[src/rtl/lgs_pkg.sv]
// Shared types, constants and controller/datapath interface for the 3D Laplace solver.
package lgs_pkg;

  localparam int DEF_MAX_NODES = 4096;
  localparam int DEF_MAX_SIDE  = 16;

  localparam int CFG_IDX_W  = 3;
  localparam int CFG_DATA_W = 16;
  localparam int POT_W      = 32;
  localparam int COEF_W     = 16;
  localparam int KIND_W     = 2;
  localparam int OP_W       = 2;
  localparam int NIDX_W     = 12;
  localparam int GRID_W     = 5;
  localparam int CNT_W      = 16;

  typedef enum logic [OP_W-1:0] {
    OP_LOAD  = 2'd0,
    OP_SOLVE = 2'd1,
    OP_READ  = 2'd2,
    OP_NONE  = 2'd3
  } lgs_op_t;

  localparam logic [KIND_W-1:0] KIND_FIXED = 2'd1;

  localparam logic [CFG_IDX_W-1:0] REG_GRID_X     = 3'd0;
  localparam logic [CFG_IDX_W-1:0] REG_GRID_Y     = 3'd1;
  localparam logic [CFG_IDX_W-1:0] REG_GRID_Z     = 3'd2;
  localparam logic [CFG_IDX_W-1:0] REG_COEF_X     = 3'd3;
  localparam logic [CFG_IDX_W-1:0] REG_COEF_Y     = 3'd4;
  localparam logic [CFG_IDX_W-1:0] REG_COEF_Z     = 3'd5;
  localparam logic [CFG_IDX_W-1:0] REG_TOLERANCE  = 3'd6;
  localparam logic [CFG_IDX_W-1:0] REG_MAX_SWEEPS = 3'd7;

  localparam logic [GRID_W-1:0] RST_GRID       = 5'd16;
  localparam logic [COEF_W-1:0] RST_COEF_XY    = 16'd10923;
  localparam logic [COEF_W-1:0] RST_COEF_Z     = 16'd10922;
  localparam logic [CNT_W-1:0]  RST_TOLERANCE  = 16'd1;
  localparam logic [CNT_W-1:0]  RST_MAX_SWEEPS = 16'd20000;

  // controller -> datapath
  typedef struct packed {
    logic load_wr;
    logic rd_issue;
    logic res_push;
    logic res_pot;
    logic sol_init;
    logic sweep_init;
    logic self_rd;
    logic node_cap;
    logic nb_rd;
    logic nb_mul;
    logic nb_acc;
    logic node_wr;
    logic node_next;
    logic sweep_end;
    logic sol_fin;
    logic fin_conv;
  } lgs_cmd_t;

  // datapath -> controller
  typedef struct packed {
    logic out_valid;
    logic max_zero;
    logic node_skip;
    logic nb_last;
    logic last_node;
    logic conv_ok;
    logic sweep_lim;
  } lgs_stat_t;

endpackage

[src/rtl/lgs_ctrl.sv]
// Sequencer for load, read and Gauss-Seidel solve requests.
module lgs_ctrl (
  input  logic                   clk,
  input  logic                   rst_n,
  input  logic                   in_valid,
  input  logic [lgs_pkg::OP_W-1:0] in_op,
  input  logic                   out_ready,
  output logic                   in_ready,
  output lgs_pkg::lgs_cmd_t      cmd,
  input  lgs_pkg::lgs_stat_t     stat
);
  import lgs_pkg::*;

  typedef enum logic [3:0] {
    S_IDLE, S_RD_WAIT, S_START, S_SELF_RD, S_SELF_CHK, S_NB_RD, S_NB_MUL,
    S_NB_ACC, S_WR, S_NEXT, S_SW_END, S_SW_CHK, S_FIN
  } state_t;

  state_t state_r, state_nxt;
  logic   accept;

  assign in_ready = (state_r == S_IDLE) && (!stat.out_valid || out_ready);
  assign accept   = in_valid && in_ready;

  always_comb begin
    cmd       = '0;
    state_nxt = state_r;
    unique case (state_r)
      S_IDLE: begin
        if (accept) begin
          unique case (lgs_op_t'(in_op))
            OP_LOAD: begin
              cmd.load_wr  = 1'b1;
              cmd.res_push = 1'b1;
            end
            OP_READ: begin
              cmd.rd_issue = 1'b1;
              state_nxt    = S_RD_WAIT;
            end
            OP_SOLVE: begin
              cmd.sol_init = 1'b1;
              state_nxt    = S_START;
            end
            default: cmd.res_push = 1'b1;
          endcase
        end
      end
      S_RD_WAIT: begin
        cmd.res_push = 1'b1;
        cmd.res_pot  = 1'b1;
        state_nxt    = S_IDLE;
      end
      S_START: begin
        if (stat.max_zero) begin
          cmd.sol_fin = 1'b1;
          state_nxt   = S_FIN;
        end else begin
          cmd.sweep_init = 1'b1;
          state_nxt      = S_SELF_RD;
        end
      end
      S_SELF_RD: begin
        cmd.self_rd = 1'b1;
        state_nxt   = S_SELF_CHK;
      end
      S_SELF_CHK: begin
        cmd.node_cap = 1'b1;
        state_nxt    = stat.node_skip ? S_NEXT : S_NB_RD;
      end
      S_NB_RD: begin
        cmd.nb_rd = 1'b1;
        state_nxt = S_NB_MUL;
      end
      S_NB_MUL: begin
        cmd.nb_mul = 1'b1;
        state_nxt  = S_NB_ACC;
      end
      S_NB_ACC: begin
        cmd.nb_acc = 1'b1;
        state_nxt  = stat.nb_last ? S_WR : S_NB_RD;
      end
      S_WR: begin
        cmd.node_wr = 1'b1;
        state_nxt   = S_NEXT;
      end
      S_NEXT: begin
        cmd.node_next = 1'b1;
        state_nxt     = stat.last_node ? S_SW_END : S_SELF_RD;
      end
      S_SW_END: begin
        cmd.sweep_end = 1'b1;
        state_nxt     = S_SW_CHK;
      end
      S_SW_CHK: begin
        if (stat.conv_ok || stat.sweep_lim) begin
          cmd.sol_fin  = 1'b1;
          cmd.fin_conv = stat.conv_ok;
          state_nxt    = S_FIN;
        end else begin
          cmd.sweep_init = 1'b1;
          state_nxt      = S_SELF_RD;
        end
      end
      S_FIN: begin
        cmd.res_push = 1'b1;
        state_nxt    = S_IDLE;
      end
      default: state_nxt = S_IDLE;
    endcase
  end

  always_ff @(posedge clk) begin
    if (!rst_n) begin
      state_r <= S_IDLE;
    end else begin
      state_r <= state_nxt;
    end
  end
endmodule

[config.mk]
export PLATFORM = sky130hd
export DESIGN_NAME = lgs_ctrl
export DESIGN_NICKNAME = d
export VERILOG_FILES = /design/src/rtl/lgs_pkg.sv /design/src/rtl/lgs_ctrl.sv
export SDC_FILE = /design/constraint.sdc
export NUM_CORES = 1
export LEC_CHECK = 0
export BUFFER_PORTS_ARGS = -buffer_cell sky130_fd_sc_hd__buf_4
export CORE_UTILIZATION = 44
export CTS_CLUSTER_DIAMETER = 100
export DETAILED_ROUTE_END_ITERATION = 10
export PLACE_DENSITY = 0.83
export SYNTH_ARGS = -nofsm -noshare
export SYNTH_HDL_FRONTEND = slang
export SYNTH_SLANG_ARGS = --single-unit
[constraint.sdc]
create_clock -name clk -period 1.8 [get_ports clk]
set_input_delay 0 -clock clk [delete_from_list [all_inputs] [get_ports clk]]
set_output_delay 0 -clock clk [all_outputs]
set_load 0.01 [all_outputs]
==> key figures <==
Run status
  – Result of the run: completed

Place
  – Number of buffer cells added on primary ports: 29
  – Placed instance count: 123
  – DP Wirelength: 1252 um
  – Gpl congestion: 0.8540

Critical path
  – Nature of the critical path startpoint: register
  – Startpoint-to-endpoint class of the critical path: register to output pin
  – WP data arrival: 1690 ps
  – Critical Path Sink Type: output pin
  – Highest net fanout along the worst path: 8
  – Endpoint required time on the critical path: 1800 ps

Floorplan
  – Die ar.: 0.001547 sq mm
  – Floorplan die height: 39.33 um
  – Die width: 39.33 um
  – Site Rows: 13
  – Initial core utilization: 47.12%
  – Area of the core region: 0.001301 sq mm
  – Boundary Pins: 30

STA
  – Worst slew margin: 70.76%
  – Achievable clock frequency: 592.5 MHz
  – Max-slew violations: 0
  – Hold WS: 86.16 ps
  – Min Clock Period, post-route: 1688 ps
  – RSZ-0062 raised after global routing: no
  – Worst Max-Slew Pin Slew: 438.0 ps
  – Number of failing setup endpoints in the final timing report: 0
  – Final Hold Vio Count: 0
  – Tcrit/Tclk final: 93.76%
  – Layout Skew: 0.7758 ps
  – Final TNS setup: 0 ps

Global routing
  – Total global-route track usage: 20.85%
  – Global-route congestion overflow total: 0
  – Antenna violations before repair: 0
  – Global-route wire length before repair: 2249 um
  – Vias in the first global route: 563
  – Pin count of the biggest net entering global routing: 13

Layout
  – Synthesis-to-finish area growth: 43.88%
  – Leading cell type in the layout, fill and taps excluded: sky130_fd_sc_hd__buf_4
  – Inserted Diodes: 0
  – Net count of the finished layout: 133
  – Fraction of layout cells with a size suffix above 1: 41.44%
  – Max reg flops: 4
  – Final cell count without fillers: 126
  – Commonest non-fill, non-tap cells in the layout: sky130_fd_sc_hd__buf_4 (32), sky130_fd_sc_hd__inv_1 (8), sky130_fd_sc_hd__a21oi_1 (7)
  – Biggest register: state_r
  – Biggest regs: state_r x4

Clock network
  – Number of levels in the clock H-tree: 1
  – Clock tree root driver cell: sky130_fd_sc_hd__clkbuf_4
  – Maximum clock insertion buffer count: 2
  – Total clock sinks: 4
  – Worst-skew pair later-pin latency: 230 ps
  – Cts bufs inserted: 3
  – TritonCTS clock tree: done
  – Clock edge transition at the registers on the reported setup and hold paths: 30 ps

Routing
  – Count of antenna-violating nets left after detailed routing: 0
  – Post-DR wirelength/cell: 12.72 um
  – Post-route DRC: 0
  – Total detailed-routing wirelength: 1603 um
  – Vias per std cell: 5.421
  – DRT iter0 DRCs: 14
  – Vias after detailed routing: 683
  – First-pass DRT Iterations: 4

Synthesis
  – Cell Area, Synth: 613.1 sq um
  – Post-Syn Nets: 100
  – Most instantiated flip-flop cell in the synthesis netlist: sky130_fd_sc_hd__dfxtp_1
  – Sequential share of the synthesized area: 13.06%
  – Number of different library cells in the post-synthesis netlist: 37
  – Post-Syn Instances: 80
  – Area contributors post-synth: sky130_fd_sc_hd__ha_1 (14%), sky130_fd_sc_hd__dfxtp_1 (13%), sky130_fd_sc_hd__a21oi_1 (5.7%)
  – Post-synth EDFFs: 0
  – Async set-or-reset flop fraction in the synthesized netlist: 0%
  – Number of storage elements in the synthesis netlist: 4
  – Count of warnings emitted by yosys: 0
  – Mean Syn Cell Area: 7.664 sq um
  – Cell accounting for the most synthesized area: sky130_fd_sc_hd__ha_1
  – Area fraction of the dominant cell type after synthesis: 14.29%

Pwr
  – Cell Pwr Density: 454.9 mW/mm^2
  – Maximum resistive drop on vdd: 370.3 uV
  – Leakage component of the power: 0.4614 nW

Run
  – Max-capacitance violation count: 0

Min path
  – Hold Crit Class: input pin to register
-- through the flow --
stage / util [%] / power (W) / setup slack (ps) / cell area, sq um
after floorplan: - / 0.0002187 / 401.7 / 613.1
after global placement: 64.62 / 0.0002809 / 242.6 / 840.8
after detailed placement: 64.62 / 0.0002864 / 206.7 / 840.8
after CTS: 66.35 / 0.0003995 / 18.93 / 863.3
after global routing: 67.79 / 0.0004260 / 17.47 / 882.1
final: 67.79 / 0.0004013 / 112.3 / 882.1
-- cell type report --
| type | instances | area [sq um] |
|---|---|---|
| Multi-Input combinational cell | 64 | 490.5 |
| Fill cell | 119 | 419.2 |
| Timing Repair Buffer | 32 | 240.2 |
| Sequential cell | 4 | 80.08 |
| Inverter | 8 | 30.03 |
| Clock buffer | 3 | 22.52 |
| Tap cell | 15 | 18.77 |
-- synthesized netlist by cell type, types with 2 or more instances --
cell type and count:
sky130_fd_sc_hd__inv_1 8, sky130_fd_sc_hd__a21oi_1 7, sky130_fd_sc_hd__ha_1 7, sky130_fd_sc_hd__dfxtp_1 4
sky130_fd_sc_hd__nand2_1 4, sky130_fd_sc_hd__nor3_1 4, sky130_fd_sc_hd__o21ai_0 4, sky130_fd_sc_hd__o21ai_1 4
sky130_fd_sc_hd__and3_1 3, sky130_fd_sc_hd__a21oi_2 2, sky130_fd_sc_hd__and2_1 2, sky130_fd_sc_hd__and2b_1 2
sky130_fd_sc_hd__buf_4 2, sky130_fd_sc_hd__nand3b_1 2, sky130_fd_sc_hd__nor2_1 2, sky130_fd_sc_hd__nor2b_1 2
-- cells by family (layout without fill, tap and decap cells) --
| group | count (synthesis) | count (layout) | share of synthesized area [%] |
|---|---|---|---|
| buffers and inverters | 12 | 43 | 9.999 |
| DFF | 4 | 4 | 13.06 |
| AOI/OAI and AO/OA | 25 | 25 | 28.57 |
| adders and majority gates | 7 | 7 | 14.29 |
| and+or+nand+nor | 32 | 32 | 34.08 |
-- final timing paths --
check | slack, ps | startpoint | cells past startpoint | endpoint
worst min-delay path | 90 | stat[3] | 3 | state_r[3]
worst max-delay path | 110 | state_r[2] | 7 | cmd[13]
worst max register to register | 120 | state_r[2] | 6 | state_r[3]
worst min register to register | 500 | state_r[2] | 2 | state_r[2]
-- power by group --
part           internal, W  switching, W
Sequential       0.0000943     0.0000142
Combinational    0.0000948     0.0000917
Clock            0.0000743     0.0000321
-- metal layers --
metal	routed length, um	share of wire [%]	global-route usage [%]
met1	692	43	26.37
met5	0	0	0
met2	848	53	35.42
met3	32	2.0	1.136
met4	29	1.8	10.34
-- critical path, stage by stage, from the launching register on --
cell	delay (ps)
sky130_fd_sc_hd__dfxtp_1	330
sky130_fd_sc_hd__inv_1	130
sky130_fd_sc_hd__ha_4	200
sky130_fd_sc_hd__nor3b_4	220
sky130_fd_sc_hd__and2b_1	220
sky130_fd_sc_hd__nand2_1	80
sky130_fd_sc_hd__o21ai_1	140
sky130_fd_sc_hd__buf_4	140
-- timing repair --
item,4_1_cts,5_1_grt
gates resized for setup,0,4
hold buffers,0,0
setup endpoints to repair,0,5
buffers inserted,0,0
(Power assumes the default switching activity.)
